**src/sv/ole_pkg.sv**
```systemverilog
// ----------------------------------------------------------------------------
// ole_pkg: shared types and codes for the ordered list engine
// Operation codes, status codes and field widths used by the core and memory.
// ----------------------------------------------------------------------------
package ole_pkg;

	localparam int DATA_W = 32;
	localparam int MODE_W = 3;
	localparam int STAT_W = 2;
	localparam int CNT_OUT_W = 5;

	typedef logic signed [DATA_W-1:0] data_t;
	typedef logic [MODE_W-1:0] mode_t;
	typedef logic [STAT_W-1:0] stat_t;
	typedef logic [CNT_OUT_W-1:0] cnt_out_t;

	// operation codes
	localparam mode_t MODE_INS_FRONT = 3'd0;
	localparam mode_t MODE_INS_BACK = 3'd1;
	localparam mode_t MODE_INS_AFTER = 3'd2;
	localparam mode_t MODE_DEL_FRONT = 3'd3;
	localparam mode_t MODE_DEL_BACK = 3'd4;
	localparam mode_t MODE_DEL_KEY = 3'd5;

	// status codes
	localparam stat_t ST_OK = 2'd0;
	localparam stat_t ST_NOT_FOUND = 2'd1;
	localparam stat_t ST_EMPTY = 2'd2;
	localparam stat_t ST_FULL = 2'd3;

endpackage

```
**src/sv/ordered_list_engine_core.sv**
```systemverilog
// ----------------------------------------------------------------------------
// ordered_list_engine_core: ordered list with insert and delete operations
// Entries sit packed from the front in a single-port-read memory; a small
// sequencer walks the memory one entry per cycle to search and to shift.
// ----------------------------------------------------------------------------
//  channel | handshake            | payload
//  --------+----------------------+---------------------------------
//  in      | in_valid / in_stall  | mode, value, key
//  out     | out_valid / out_stall| status, removed, entry_count
//
// Each transaction yields one result. An insert shifts the entries from
// position p to the back up by one before writing the new value, and a
// delete at p shifts the entries behind p down by one; keyed operations
// first walk the list from the front in a search. The longest case is a
// keyed delete, set by the one memory read port walked per cycle.
// in_stall is high from acceptance until the result is loaded into the
// output register; a stalled output holds the core in its finish step.
// Reset empties the list; the entry memory needs no clearing.
module ordered_list_engine_core #(
	parameter int DEPTH = 16
) (
	input  logic               clk,
	input  logic               arst_n,
	input  logic               in_valid,
	output logic               in_stall,
	input  ole_pkg::mode_t     mode,
	input  ole_pkg::data_t     value,
	input  ole_pkg::data_t     key,
	output logic               out_valid,
	input  logic               out_stall,
	output ole_pkg::stat_t     status,
	output ole_pkg::data_t     removed,
	output ole_pkg::cnt_out_t  entry_count
);
	import ole_pkg::*;

	localparam int CW = $clog2(DEPTH + 1);
	localparam int AW = (DEPTH > 1) ? $clog2(DEPTH) : 1;

	localparam logic [2:0] S_IDLE = 3'd0;
	localparam logic [2:0] S_SRCH = 3'd1;
	localparam logic [2:0] S_INS = 3'd2;
	localparam logic [2:0] S_DEL = 3'd3;
	localparam logic [2:0] S_FIN = 3'd4;

	logic [2:0]    state_q;
	mode_t         mode_q;
	data_t         val_q;
	data_t         key_q;
	logic [CW-1:0] used_q;
	logic [CW-1:0] idx_q;
	logic [CW-1:0] cmp_q;
	logic [CW-1:0] pos_q;
	logic          pend_q;
	data_t         removed_q;
	stat_t         status_q;
	logic          out_valid_q;
	stat_t         out_status_q;
	data_t         out_removed_q;
	cnt_out_t      out_count_q;

	logic          full;
	logic          empty;
	logic          issue;
	logic          hit;
	logic [CW-1:0] rd_idx;
	logic [CW-1:0] wr_idx;
	logic          we;
	data_t         wd;
	data_t         rd_data;

	assign full = (used_q == CW'(DEPTH));
	assign empty = (used_q == '0);
	assign hit = pend_q && (rd_data == key_q);

	// read address and read issue for the current step
	always_comb begin
		rd_idx = idx_q;
		issue = 1'b0;
		case (state_q)
			S_SRCH, S_DEL: begin
				issue = (idx_q < used_q);
			end
			S_INS: begin
				rd_idx = idx_q - CW'(1);
				issue = (idx_q > pos_q);
			end
			default: begin
				issue = 1'b0;
			end
		endcase
	end

	// write port: shift moves and the final insert
	always_comb begin
		we = 1'b0;
		wr_idx = cmp_q;
		wd = rd_data;
		case (state_q)
			S_INS: begin
				if (pend_q) begin
					we = 1'b1;
					wr_idx = cmp_q + CW'(1);
				end else if (!issue) begin
					we = 1'b1;
					wr_idx = pos_q;
					wd = val_q;
				end
			end
			S_DEL: begin
				if (pend_q && (cmp_q != pos_q)) begin
					we = 1'b1;
					wr_idx = cmp_q - CW'(1);
				end
			end
			default: begin
				we = 1'b0;
			end
		endcase
	end

	ole_ram #(
		.DEPTH(DEPTH),
		.AW(AW)
	) u_ram (
		.clk(clk),
		.we(we),
		.wa(wr_idx[AW-1:0]),
		.wd(wd),
		.ra(rd_idx[AW-1:0]),
		.rd(rd_data)
	);

	// sequencer
	always_ff @(posedge clk or negedge arst_n) begin
		if (!arst_n) begin
			state_q <= S_IDLE;
			used_q <= '0;
			idx_q <= '0;
			cmp_q <= '0;
			pos_q <= '0;
			pend_q <= 1'b0;
			out_valid_q <= 1'b0;
		end else begin
			if (out_valid_q && !out_stall) begin
				out_valid_q <= 1'b0;
			end
			case (state_q)
				S_IDLE: begin
					if (in_valid) begin
						pend_q <= 1'b0;
						state_q <= S_FIN;
						case (mode)
							MODE_INS_FRONT, MODE_INS_BACK: begin
								if (!full) begin
									pos_q <= (mode == MODE_INS_FRONT) ? '0 : used_q;
									idx_q <= used_q;
									state_q <= S_INS;
								end
							end
							MODE_INS_AFTER: begin
								idx_q <= '0;
								state_q <= S_SRCH;
							end
							MODE_DEL_FRONT, MODE_DEL_BACK: begin
								if (!empty) begin
									pos_q <= (mode == MODE_DEL_FRONT) ? '0 : used_q - CW'(1);
									idx_q <= (mode == MODE_DEL_FRONT) ? '0 : used_q - CW'(1);
									state_q <= S_DEL;
								end
							end
							MODE_DEL_KEY: begin
								if (!empty) begin
									idx_q <= '0;
									state_q <= S_SRCH;
								end
							end
							default: begin
								state_q <= S_FIN;
							end
						endcase
					end
				end
				S_SRCH: begin
					pend_q <= issue;
					cmp_q <= idx_q;
					if (issue) begin
						idx_q <= idx_q + CW'(1);
					end
					if (hit) begin
						pend_q <= 1'b0;
						if (mode_q == MODE_INS_AFTER) begin
							if (full) begin
								state_q <= S_FIN;
							end else begin
								pos_q <= cmp_q + CW'(1);
								idx_q <= used_q;
								state_q <= S_INS;
							end
						end else begin
							pos_q <= cmp_q;
							idx_q <= cmp_q;
							state_q <= S_DEL;
						end
					end else if (!pend_q && !issue) begin
						state_q <= S_FIN;
					end
				end
				S_INS: begin
					pend_q <= issue;
					cmp_q <= rd_idx;
					if (issue) begin
						idx_q <= idx_q - CW'(1);
					end
					if (!pend_q && !issue) begin
						used_q <= used_q + CW'(1);
						state_q <= S_FIN;
					end
				end
				S_DEL: begin
					pend_q <= issue;
					cmp_q <= idx_q;
					if (issue) begin
						idx_q <= idx_q + CW'(1);
					end
					if (!pend_q && !issue) begin
						used_q <= used_q - CW'(1);
						state_q <= S_FIN;
					end
				end
				S_FIN: begin
					if (!out_valid_q || !out_stall) begin
						out_valid_q <= 1'b1;
						state_q <= S_IDLE;
					end
				end
				default: begin
					state_q <= S_IDLE;
				end
			endcase
		end
	end

	// transaction payload, result status, removed value and output registers
	always_ff @(posedge clk) begin
		case (state_q)
			S_IDLE: begin
				if (in_valid) begin
					mode_q <= mode;
					val_q <= value;
					key_q <= key;
					removed_q <= '0;
					status_q <= ST_OK;
					case (mode)
						MODE_INS_FRONT, MODE_INS_BACK: begin
							if (full) begin
								status_q <= ST_FULL;
							end
						end
						MODE_DEL_FRONT, MODE_DEL_BACK, MODE_DEL_KEY: begin
							if (empty) begin
								status_q <= ST_EMPTY;
							end
						end
						default: begin
							status_q <= ST_OK;
						end
					endcase
				end
			end
			S_SRCH: begin
				if (hit) begin
					if ((mode_q == MODE_INS_AFTER) && full) begin
						status_q <= ST_FULL;
					end
				end else if (!pend_q && !issue) begin
					status_q <= ST_NOT_FOUND;
				end
			end
			S_DEL: begin
				if (pend_q && (cmp_q == pos_q)) begin
					removed_q <= rd_data;
				end
			end
			S_FIN: begin
				if (!out_valid_q || !out_stall) begin
					out_status_q <= status_q;
					out_removed_q <= removed_q;
					out_count_q <= CNT_OUT_W'(used_q);
				end
			end
			default: begin
				status_q <= status_q;
			end
		endcase
	end

	assign in_stall = (state_q != S_IDLE);
	assign out_valid = out_valid_q;
	assign status = out_status_q;
	assign removed = out_removed_q;
	assign entry_count = out_count_q;

endmodule

```
**src/sv/ole_ram.sv**
```systemverilog
// ----------------------------------------------------------------------------
// ole_ram: list entry storage
// One write port and one read port, read data registered.
// ----------------------------------------------------------------------------
module ole_ram #(
	parameter int DEPTH = 16,
	parameter int AW = 4
) (
	input  logic              clk,
	input  logic              we,
	input  logic [AW-1:0]     wa,
	input  ole_pkg::data_t    wd,
	input  logic [AW-1:0]     ra,
	output ole_pkg::data_t    rd
);
	import ole_pkg::*;

	data_t mem [DEPTH];
	data_t rd_q;

	// write port
	always_ff @(posedge clk) begin
		if (we) begin
			mem[wa] <= wd;
		end
	end

	// registered read port
	always_ff @(posedge clk) begin
		rd_q <= mem[ra];
	end

	assign rd = rd_q;

endmodule
```
**config.mk**
```make
export PLATFORM = sky130hd
export DESIGN_NAME = ordered_list_engine_core
export DESIGN_NICKNAME = d
export VERILOG_FILES = /design/src/sv/ole_pkg.sv /design/src/sv/ordered_list_engine_core.sv /design/src/sv/ole_ram.sv
export SDC_FILE = /design/constraint.sdc
export NUM_CORES = 1
export LEC_CHECK = 0
export BUFFER_PORTS_ARGS = -buffer_cell sky130_fd_sc_hd__buf_2
export CAP_MARGIN = 25
export CORE_MARGIN = 1.5
export CORE_UTILIZATION = 47
export DETAILED_ROUTE_END_ITERATION = 16
export PLACE_DENSITY = 0.61
export SYNTH_ARGS = -nofsm -noshare
export SYNTH_HDL_FRONTEND = slang
export SYNTH_HIERARCHICAL = 1
export SYNTH_SLANG_ARGS = --single-unit
```
**constraint.sdc**
```tcl
create_clock -name clk -period 7.8 [get_ports clk]
set_input_delay 1.17 -clock clk [delete_from_list [all_inputs] [get_ports clk]]
set_output_delay 1.17 -clock clk [all_outputs]
set_load 0.02 [all_outputs]
```
Word level (Yosys, flattened, before mapping)
Memory sizes are Yosys's and may differ from the RTL's. A register that Yosys moved wholly into a read port is not among the register bits.
Cells that the tools add are included.

storage, ports and cells
  flip-flop bits (word level) = 165
  RAM bits = 512
  input bits = 71
  output and inout bits = 41
  logic and storage cells = 154
  memories kept = 1

memory list
  name       depth  width  read ports  clocked after memory_dff  write ports  RTL line       text
  u_ram.mem  16     32     1           1                         1            ole_ram.sv:18  data_t mem [DEPTH];

cells by class
  add/subtract/negate cells = 6
  $lt $le $gt $ge = 2
  eq/ne operators = 29
  mux-type cells = 66
  reductions and logical operators = 35

operator list
  cell                                                                    number
  32-bit two-way mux                                                      5
  5-bit two-way mux                                                       19
  32-bit case mux with 2 select lines                                     1
  5-bit case mux with 2 select lines                                      4
  5-bit case mux with 4 select lines                                      2
  32-bit equality test                                                    1
  3-bit two-way mux                                                       8
  3-bit case mux with 4 select lines                                      2
  3-bit != test (second input constant)                                   6
  5-bit by 1-bit adder with 5-bit output (second input constant)          3
  3-bit by 2-bit equality test with 1-bit output (second input constant)  5
  2-bit != test (second input constant)                                   7
  7-bit AND reduction                                                     2
  2-bit two-way mux                                                       6
  4-bit two-way mux                                                       3
  1-bit two-way mux                                                       10
  5-bit by 1-bit subtractor with 5-bit output (second input constant)     2
  3-bit equality test (second input constant)                             3
  2-bit case mux with 2 select lines                                      2
  4-bit case mux with 2 select lines                                      1
  2-bit AND reduction                                                     4
  2-bit nonzero test                                                      4
  2-bit OR reduction                                                      4
  3-bit by 1-bit equality test with 1-bit output (second input constant)  2
  other kinds (20)                                                        32

Logic depth before layout (Yosys ltp)
Gate-level depths: netlist of the first run.

  word-level depth = 8
  depth in mapped cells = 14
  depth with buffers taken out = 11

Hierarchy
The synthesis of the first run kept the hierarchy.

modules (own cells, without submodules)
  module                    instances  cells an instance  area an instance (um^2)  sequential area each (um^2)
  ole_ram                   1          838                19,835.3                 16,015.4
  ordered_list_engine_core  1          622                7,893.8                  4,829.6

Worst setup path before layout of the first run
No wires, ideal clock.

  kind = reg-to-reg
  start = register state_q[2]
  end = memory u_ram/mem[0][0] (netlist name), enable pin
  library setup time = 0.461 ns
  arrival time = 5.007 ns
  data required time = 7.339 ns
  slack = 2.332 ns
  cell stages (with the launch flop) = 14
  path buffers = 2
  clock period less this slack = 5.468 ns
  cells stage by stage = dfrtp_1 -> and2b_1 -> nand2b_1 -> clkbuf_1 -> inv_2 -> o21ai_0 -> a31o_2 -> and2_1 -> buf_2 -> mux2_2 -> o221ai_1 -> o311ai_0 -> or3b_2 -> nor3_1

on the way
  elaborated cells between the ends (all ways) = 13
  classes of those cells = eq/ne (3); mux (9); reduce/logical (1)

RTL lines
  element                                                                                                                  RTL line                                                        text
  start, declared                                                                                                          ordered_list_engine_core.sv:46                                  logic [2:0] state_q;
  start signal, assigned                                                                                                   ordered_list_engine_core.sv:137                                 state_q <= S_IDLE;
  start signal, assigned                                                                                                   ordered_list_engine_core.sv:152                                 state_q <= S_FIN;
  start signal, assigned                                                                                                   ordered_list_engine_core.sv:158                                 state_q <= S_INS;
  3-bit by 2-bit equality test with 1-bit output / 3-bit by 1-bit equality test with 1-bit output (equally long branches)  ordered_list_engine_core.sv:80, ordered_list_engine_core.sv:99
  2-bit OR reduction (no line)                                                                                             n/a
  1-bit case mux with 2 select lines                                                                                       ordered_list_engine_core.sv:80                                  case (state_q)
  4-bit two-way mux                                                                                                        ordered_list_engine_core.sv:104                                 end else if (!issue) begin
  4-bit two-way mux                                                                                                        ordered_list_engine_core.sv:101                                 if (pend_q) begin
  4-bit case mux with 2 select lines *                                                                                     ordered_list_engine_core.sv:99                                  case (state_q)
  net wr_idx[2]                                                                                                            ordered_list_engine_core.sv:67                                  logic [CW-1:0] wr_idx;
  end, declared                                                                                                            ole_ram.sv:18

The timed path passes the listed nets; every way through them passes the cells marked *.

Worst setup path after layout of the first run
  start = register state_q[2]
  end = memory u_ram/mem[10][24] (netlist name), enable pin

The elaborated chain is that of the path after synthesis.

==> impl_results.md, run 1 <==
* IO Pins at about 110
* Period utilisation layout at approximately 64%
* End-of-flow core utilization at between 50% and 60%
* Crit end category: flop
* Clock latency on the worst-skew pair at 0.62 ns
* Yosys warning total at 6
* CP delay by family, top: simple AND/OR/NAND/NOR gates
* Starting DRT DRC Count at ~1500
* CTS clk-pin slew, worst paths at roughly 0.06 ns
* Vias per Instance at just under 6
* Detailed-router iteration count before antenna repair at 5
* Hold path cells at 0
* Mapped Area at approximately 28000 um^2
* Number of distinct library cells after synthesis at 61
* Final setup fails at 0
* Max Used Layer: met4
* PnR worst setup slack at between 2 and 3 ns
* FF-to-FF path depth at 12
* Grt total ovfl at 0
* Final #Nets at around 1700
* Final instance area at roughly 32000 um^2
* Initial antenna violation count at 3
* Layout cells sized above 1 at around 28%
* WL met3 at approximately 5.4 mm
* Fmax at around 200 MHz
* Rows at 88
* Vias in the first global route at approximately 14000
* DR DRC count at 0
* Cells after Synth at ~1500
* Clock Skew at 0.03041 ns
* Sequential element share of the synthesized area at between 70% and 80%
* Setup_tns at 0 ns
* Crit path largest cell delay at 0.71 ns
* Vias at 14340
* Placer's final routability congestion estimate at slightly below 0.9
* Worst setup startpoint: state_q[2]
* Most frequent CP cell: nand2b_1
* Routed length per instance at approximately 27 um
* Crit path depth at 12
* Fillers at ~4400
* Buf/Inv on CP at 2
* Hold Fails Final Rpt at 0
* Worst slew margin at a little under a third
* Total Routing Usage GR at a little over a fifth
* Crit start category: flop
* DP Worst Slack at roughly 3 ns
* Initial Util at a little under half
* Post-Syn Area per Cell at 18.99 um^2
* Max IR drop VDD at just over 0.3 mV
* H-tree Lvls at 3
* Tightest Pin Transition at around 1.0 ns
* Placement-stage cell area at about 30000 um^2
* CTS tree: yes
* CTS hold repair buffers at 0
* Total core area at about 58000 um^2
* Clk buf depth at 3
* RSZ-0062 raised after global routing: false
* Run status: completed
* Post-CTS setup buffer count at 0
* Worst r2r src: state_q[2]
* CP Max Fanout at 17
* Number of enable flip-flop cells after synthesis at between 600 and 700
* Max Cap Violations at 0
* Root Buffer: clkbuf_16
* Worst setup path end: u_ram/mem[10][24]
* Die Wd at about 250 um
* CP required at between 8 and 9 ns
* Met2 routed WL at ~30 mm
* Worst-path cell chain: and2b_1 -> nand2b_1 -> inv_2 -> o21ai_0 -> a31o_2 -> and2_1 -> nand2b_1 -> o221ai_1 -> o311ai_0 -> nand3b_1 -> nor2_4 -> buf_4
* Layout area overhead at 15.23%
* First-pass GRT wire length at ~96 mm
* Hold Crit Class: flop to flop
* Power Density at ~400 nW/um^2
* Largest net degree at the start of global routing at 80
* Leakage at 10.69 nW
* R2R setup slack at about 2.8 ns
* CTS buffer count at 73
* Total Wirelength at around 65 mm
* Cts repair resizes at 0
* Syn Nets at 1550
* Number of synthesized register bits at 709
* Worst Path Class, Setup: flop to flop
* HPWL Detailed at a little under 40 mm
* Synth Flop Type: edfxtp_1
* Die Span Y at roughly 250 um
* Antenna-violating nets left at 0
* Die area at between 60000 and 70000 um^2
* CTS sink cnt at a little over 700
* Fraction of registers with async set/reset at between 3 and 4%
* RR Endpoint: u_ram/mem[10][24]
* Cell with the largest stage delay on the worst path: nor2_4
* Slew Viols, Final at 0
* Metal1 wirelength at 28.04 mm
* Worst EP arrival at 5.29 ns
* Minimum clock period at ~5.0 ns
* Input/output buffers at 111
-- cells by family after synthesis --
kind of cell,after synthesis,share of synthesized area (%)
compound gates,186,4.810
xor+xnor,43,1.358
fa+ha+maj,19,0.8573
buf+inv,101,1.548
flops,709,75.17
mux,174,12.23
simple gates,228,4.020
-- final cells by class --
type	instances	area [um^2]	share of cell area, %
sequential	709	20850	65.24
clock inverter	42	559.3	1.750
antenna	1	2.502	0.007831
tap	765	957.2	2.996
clock buffer	92	1988	6.222
multi-input combinational	650	6631	20.75
timing repair buffer	142	848.3	2.655
inverter	30	121.4	0.3798
-- sequential cells by signal, indices dropped and copies added (netlist names) --
| register | cells |
|---|---|
| cmp_q | 5 |
| status_q | 2 |
| used_q | 5 |
| entry_count | 5 |
| val_q | 32 |
| pos_q | 5 |
| removed_q | 32 |
| pend_q | 1 |
| status | 2 |
| idx_q | 5 |
| removed | 32 |
| out_valid | 1 |
| state_q | 3 |
| key_q | 32 |
| mode_q | 3 |
| u_ram/rd | 32 |
| u_ram/mem | 512 |
-- worst register-to-register path, cell delays in order, from the launching register on --
cell	delay [ns]
dfrtp_1	0.45
and2b_1	0.26
nand2b_1	0.53
inv_2	0.25
o21ai_0	0.14
a31o_2	0.15
and2_1	0.44
nand2b_1	0.32
o221ai_1	0.25
o311ai_0	0.28
nand3b_1	0.49
nor2_4	0.71
buf_4	0.42
-- layer usage --
layer,global-route usage (%),vias to the layer above
li1,-,6217
met1,31.62,7473
met2,33.72,572
met3,5.468,75
met4,5.070,0
met5,0,-
-- Yosys cell counts, types with 5 or more instances --
cell,count,area (um^2)
edfxtp_1,652,19580
nor2b_1,6,37.54
buf_2,13,65.06
a21o_1,6,45.04
dfrtp_1,25,625.6
a221o_1,7,70.07
and2_1,5,31.28
mux2i_1,7,70.07
o221ai_1,5,43.79
buf_1,10,37.54
nor4_1,5,31.28
a21oi_1,16,80.08
mux4_2,128,2883
nand2_1,75,281.5
nand2b_1,10,62.56
and3_1,31,193.9
clkbuf_1,39,146.4
buf_4,9,67.56
nor2_1,52,195.2
o21ai_0,28,140.1
nand3_1,11,55.05
nand4_1,6,37.54
ha_1,19,237.7
mux2_2,39,439.2
o31ai_1,5,37.54
a22oi_1,66,495.5
o211ai_1,6,45.04
inv_1,28,105.1
xnor2_1,31,271.5
dfxtp_1,32,640.6
a31oi_1,11,68.82
xor2_1,12,105.1
nor3_1,8,40.04
-- power breakdown --
group	internal [mW]	switching (mW)
registers	5.16	0.407
logic	1.47	2.32
clock network	2.22	1.45
total	8.85	4.17
-- layout by cell type, fill, tap and decap left out, types with 5 or more instances in the layout --
cell	netlist	layout
a21o_1	6	5
a21oi_1	16	15
a221o_1	7	7
a22oi_1	66	66
a31oi_1	11	11
and3_1	31	31
buf_2	13	111
buf_4	9	28
bufinv_16	0	12
clkbuf_1	39	10
clkbuf_16	0	73
clkbuf_8	0	9
clkinv_1	1	10
clkinv_2	0	12
dfrtp_1	25	25
dfxtp_1	32	32
edfxtp_1	652	652
ha_1	19	19
inv_1	28	26
mux2_2	39	39
mux2i_1	7	7
mux4_2	128	128
nand2_1	75	75
nand2b_1	10	10
nand3_1	11	11
nand4_1	6	6
nor2_1	52	38
nor2_4	0	14
nor4_1	5	5
o211ai_1	6	6
o21ai_0	28	28
o221ai_1	5	5
xnor2_1	31	31
xor2_1	12	12
-- per-stage QoR --
stage / total power [mW] / hold WS [ns] / std cells
2_1_floorplan: 8.171 / 0.4003 / 1460
3_3_place_gp: 9.397 / 0.4021 / 2293
3_5_place_dp: 9.466 / 0.4054 / 2296
4_1_cts: 13.13 / 0.4185 / 2430
5_1_grt: 13.63 / 0.4235 / 2430
6_report: 13.03 / 0.4173 / 2431
-- worst min path at each step --
stage	slack, ns	endpoint	start
floorplan	0.40	removed[0]	removed_q[0]
detailed placement	0.41	removed[17]	removed_q[17]
finish	0.42	removed[12]	removed_q[12]
global placement	0.40	status[0]	status_q[0]
CTS	0.42	removed[23]	removed_q[23]
global route	0.42	removed[7]	removed_q[7]
Power figures use the tool's default switching activity.
==> inputs of run 2 (changes only) <==
Settings changed: PLACE_DENSITY 0.61 to 0.64.
Clock period 7.8 ns to 4.05 ns, I/O delays scaled along.
==> run 2 against run 1 <==
  * Critical path depth increased by 1
  * Setup slack got worse by 2.5 ns
  * Global-route usage increased by 0.79 points
  * Sequential power increased by 92%
==> impl_results.md, run 2 (synthesis results as in run 1) <==
* Run status: completed
* Die Span Y at 245.9 um (unchanged)
* Hold Crit Class: input pin to async pin
* CTS clk-pin slew, worst paths at 0.07 ns (about the same)
* Antenna-violating nets left at 0 (unchanged)
* Fillers at 4369 (-1.0%)
* RSZ-0062 raised after global routing: false
* CP required at 4.32 ns (-3.75 ns)
* CTS buffer count at 71 (-2.7%)
* Routed length per instance at 27.13 um (+2.0%)
* Initial Util at 47.79% (unchanged)
* Placer's final routability congestion estimate at 0.9073 (+1.9%)
* Input/output buffers at 111 (unchanged)
* Max Cap Violations at 0 (unchanged)
* CP Max Fanout at 17 (unchanged)
* Largest net degree at the start of global routing at 43 (-46%)
* Worst setup startpoint: used_q[2]
* R2R setup slack at 0.25 ns (-2.52 ns)
* Grt total ovfl at 0 (unchanged)
* Leakage at 10.84 nW (+1.5%)
* Clk buf depth at 3 (unchanged)
* Root Buffer: clkbuf_16
* Crit start category: flop
* Die Wd at 245.9 um (unchanged)
* RR Endpoint: u_ram/mem[9][14]
* Initial antenna violation count at 3 (unchanged)
* Worst Path Class, Setup: flop to flop
* Largest register FFs at 512 (unchanged)
* Layout area overhead at 16.50%
* Final #Nets at 1743 (+2.8%)
* Clock Skew at 0.03475 ns (+0.004332 ns)
* Most frequent cells in the layout: edfxtp_1, mux4_2, buf_2
* Worst EP arrival at 4.06 ns (-1.23 ns)
* FF-to-FF path depth at 13 (+1)
* CTS tree: yes
* H-tree Lvls at 3 (unchanged)
* Total Wirelength at 67.17 mm (+3.9%)
* WHS at 0.03832 ns (-0.3790 ns)
* Fmax at 263.5 MHz (+32%)
* HPWL Detailed at 42.50 mm (+8.8%)
* Layout cells sized above 1 at 29.18% (+1.6 points)
* Worst r2r src: used_q[2]
* Period utilisation layout at 93.72% (+29 points)
* Total Routing Usage GR at 22.70% (+0.79 points)
* Layout Cells excl Fill at 2476 (+1.9%)
* Final setup fails at 0 (unchanged)
* DR DRC count at 0 (unchanged)
* First-pass GRT wire length at 98.18 mm (+2.3%)
* Vias per Instance at 5.924 (+0.46%)
* Total core area at 58030 um^2 (unchanged)
* Vias at 14670 (+2.3%)
* Power Density at 774.6 nW/um^2 (+90%)
* Biggest register: u_ram/mem
* Tightest Pin Transition at 0.7900 ns (-0.2501 ns)
* Worst slew margin at 46.66% (+16 points)
* Post-CTS setup buffer count at 0 (unchanged)
* Crit end category: flop
* Worst setup path end: u_ram/mem[9][14]
* Die area at 60460 um^2 (unchanged)
* Final Power at 25.02 mW (+92%)
* Detailed-router iteration count before antenna repair at 5 (unchanged)
* Rows at 88 (unchanged)
* Clock latency on the worst-skew pair at 0.61 ns (about the same)
* Starting DRT DRC Count at 1659 (+9.6%)
* Setup_tns at 0 ns (unchanged)
* Max IR drop VDD at 0.5067 mV (+65%)
* Most common cell after layout, fill and taps aside: edfxtp_1
* Minimum clock period at 3.796 ns (-1.227 ns)
* CTS sink cnt at 709 (unchanged)
* Hold Fails Final Rpt at 0 (unchanged)
* Slew Viols, Final at 0 (unchanged)
* Vias in the first global route at 14780 (+2.1%)
* Placed cell count at 2345 (+2.1%)
* IO Pins at 112 (unchanged)
==> run 2: cell count changes in the layout (fill, tap and decap cells not counted), sizes merged <==
| cell | previous run | this run |
|---|---|---|
| bufinv | 12 | 5 |
| buf | 142 | 191 |
| clkbuf | 92 | 93 |
| inv | 32 | 29 |
| clkinv | 25 | 26 |
| clkinvlp | 3 | 7 |
==> run 2: layer usage <==
metal / part of all wire [%] / track usage, % / routed length (um) / vias up
met5: 0 / 0 / 0 / -
met4: 2.4 / 6.460 / 1581 / 0
met3: 7.5 / 4.103 / 5040 / 101
met2: 47 / 35.58 / 31450 / 613
met1: 43 / 32.74 / 29100 / 7645
li1: - / - / - / 6310
==> run 2: per-stage QoR <==
step / utilization, % / setup slack, ns / cell area, um^2
floorplan: - / -0.5461 / 27790
global placement: 51.64 / 0.2083 / 29960
detailed placement: 51.71 / 0.1726 / 30000
CTS: 55.66 / 0.1259 / 32300
global route: 55.67 / 0.08192 / 32300
finish: 55.67 / 0.2545 / 32300
==> run 2: critical path, cell delays in order, from the launching register on <==
cell      delay [ns]
dfrtp_1         0.46
inv_1           0.17
ha_1            0.34
a21o_1          0.18
a31oi_1         0.19
o21ai_1         0.15
and2_1          0.22
mux2_2          0.28
o221ai_1        0.15
o311ai_0        0.30
nand3b_1        0.27
buf_4           0.21
nor2_4          0.15
buf_4           0.35
==> run 2: how the worst min path moves through the flow <==
stage | end | startpoint | slack [ns]
detailed placement | removed[14] | removed_q[14] | 0.40
CTS | used_q[2] | arst_n | 0.03
global route | used_q[2] | arst_n | 0.05
finish | used_q[2] | arst_n | 0.04
global placement | removed[9] | removed_q[9] | 0.40
floorplan | cmp_q[0] | arst_n | 0.31
==> run 2: final cells by class <==
class / count / area, um^2 / share of cell area [%]
Multi-Input combinational cell: 650 / 6664 / 20.63
Tap cell: 765 / 957.2 / 2.963
Timing Repair Buffer: 191 / 1419 / 4.392
Antenna cell: 1 / 2.502 / 0.007747
Sequential cell: 709 / 20850 / 64.53
Clock inverter: 37 / 342.8 / 1.061
Clock buffer: 93 / 1952 / 6.042
Inverter: 30 / 121.4 / 0.3757
==> run 2: where the power goes <==
group	total [mW]	switching, mW	internal, mW
Sequential	10.7	0.721	9.95
Clock	6.43	2.70	3.73
Combinational	7.92	4.79	3.13
Total	25.0	8.21	16.8
==> run 2: timing repair <==
item,in CTS,in global routing
hold buffers,0,0
endpoints found under the setup margin,0,88
resized for setup,0,2
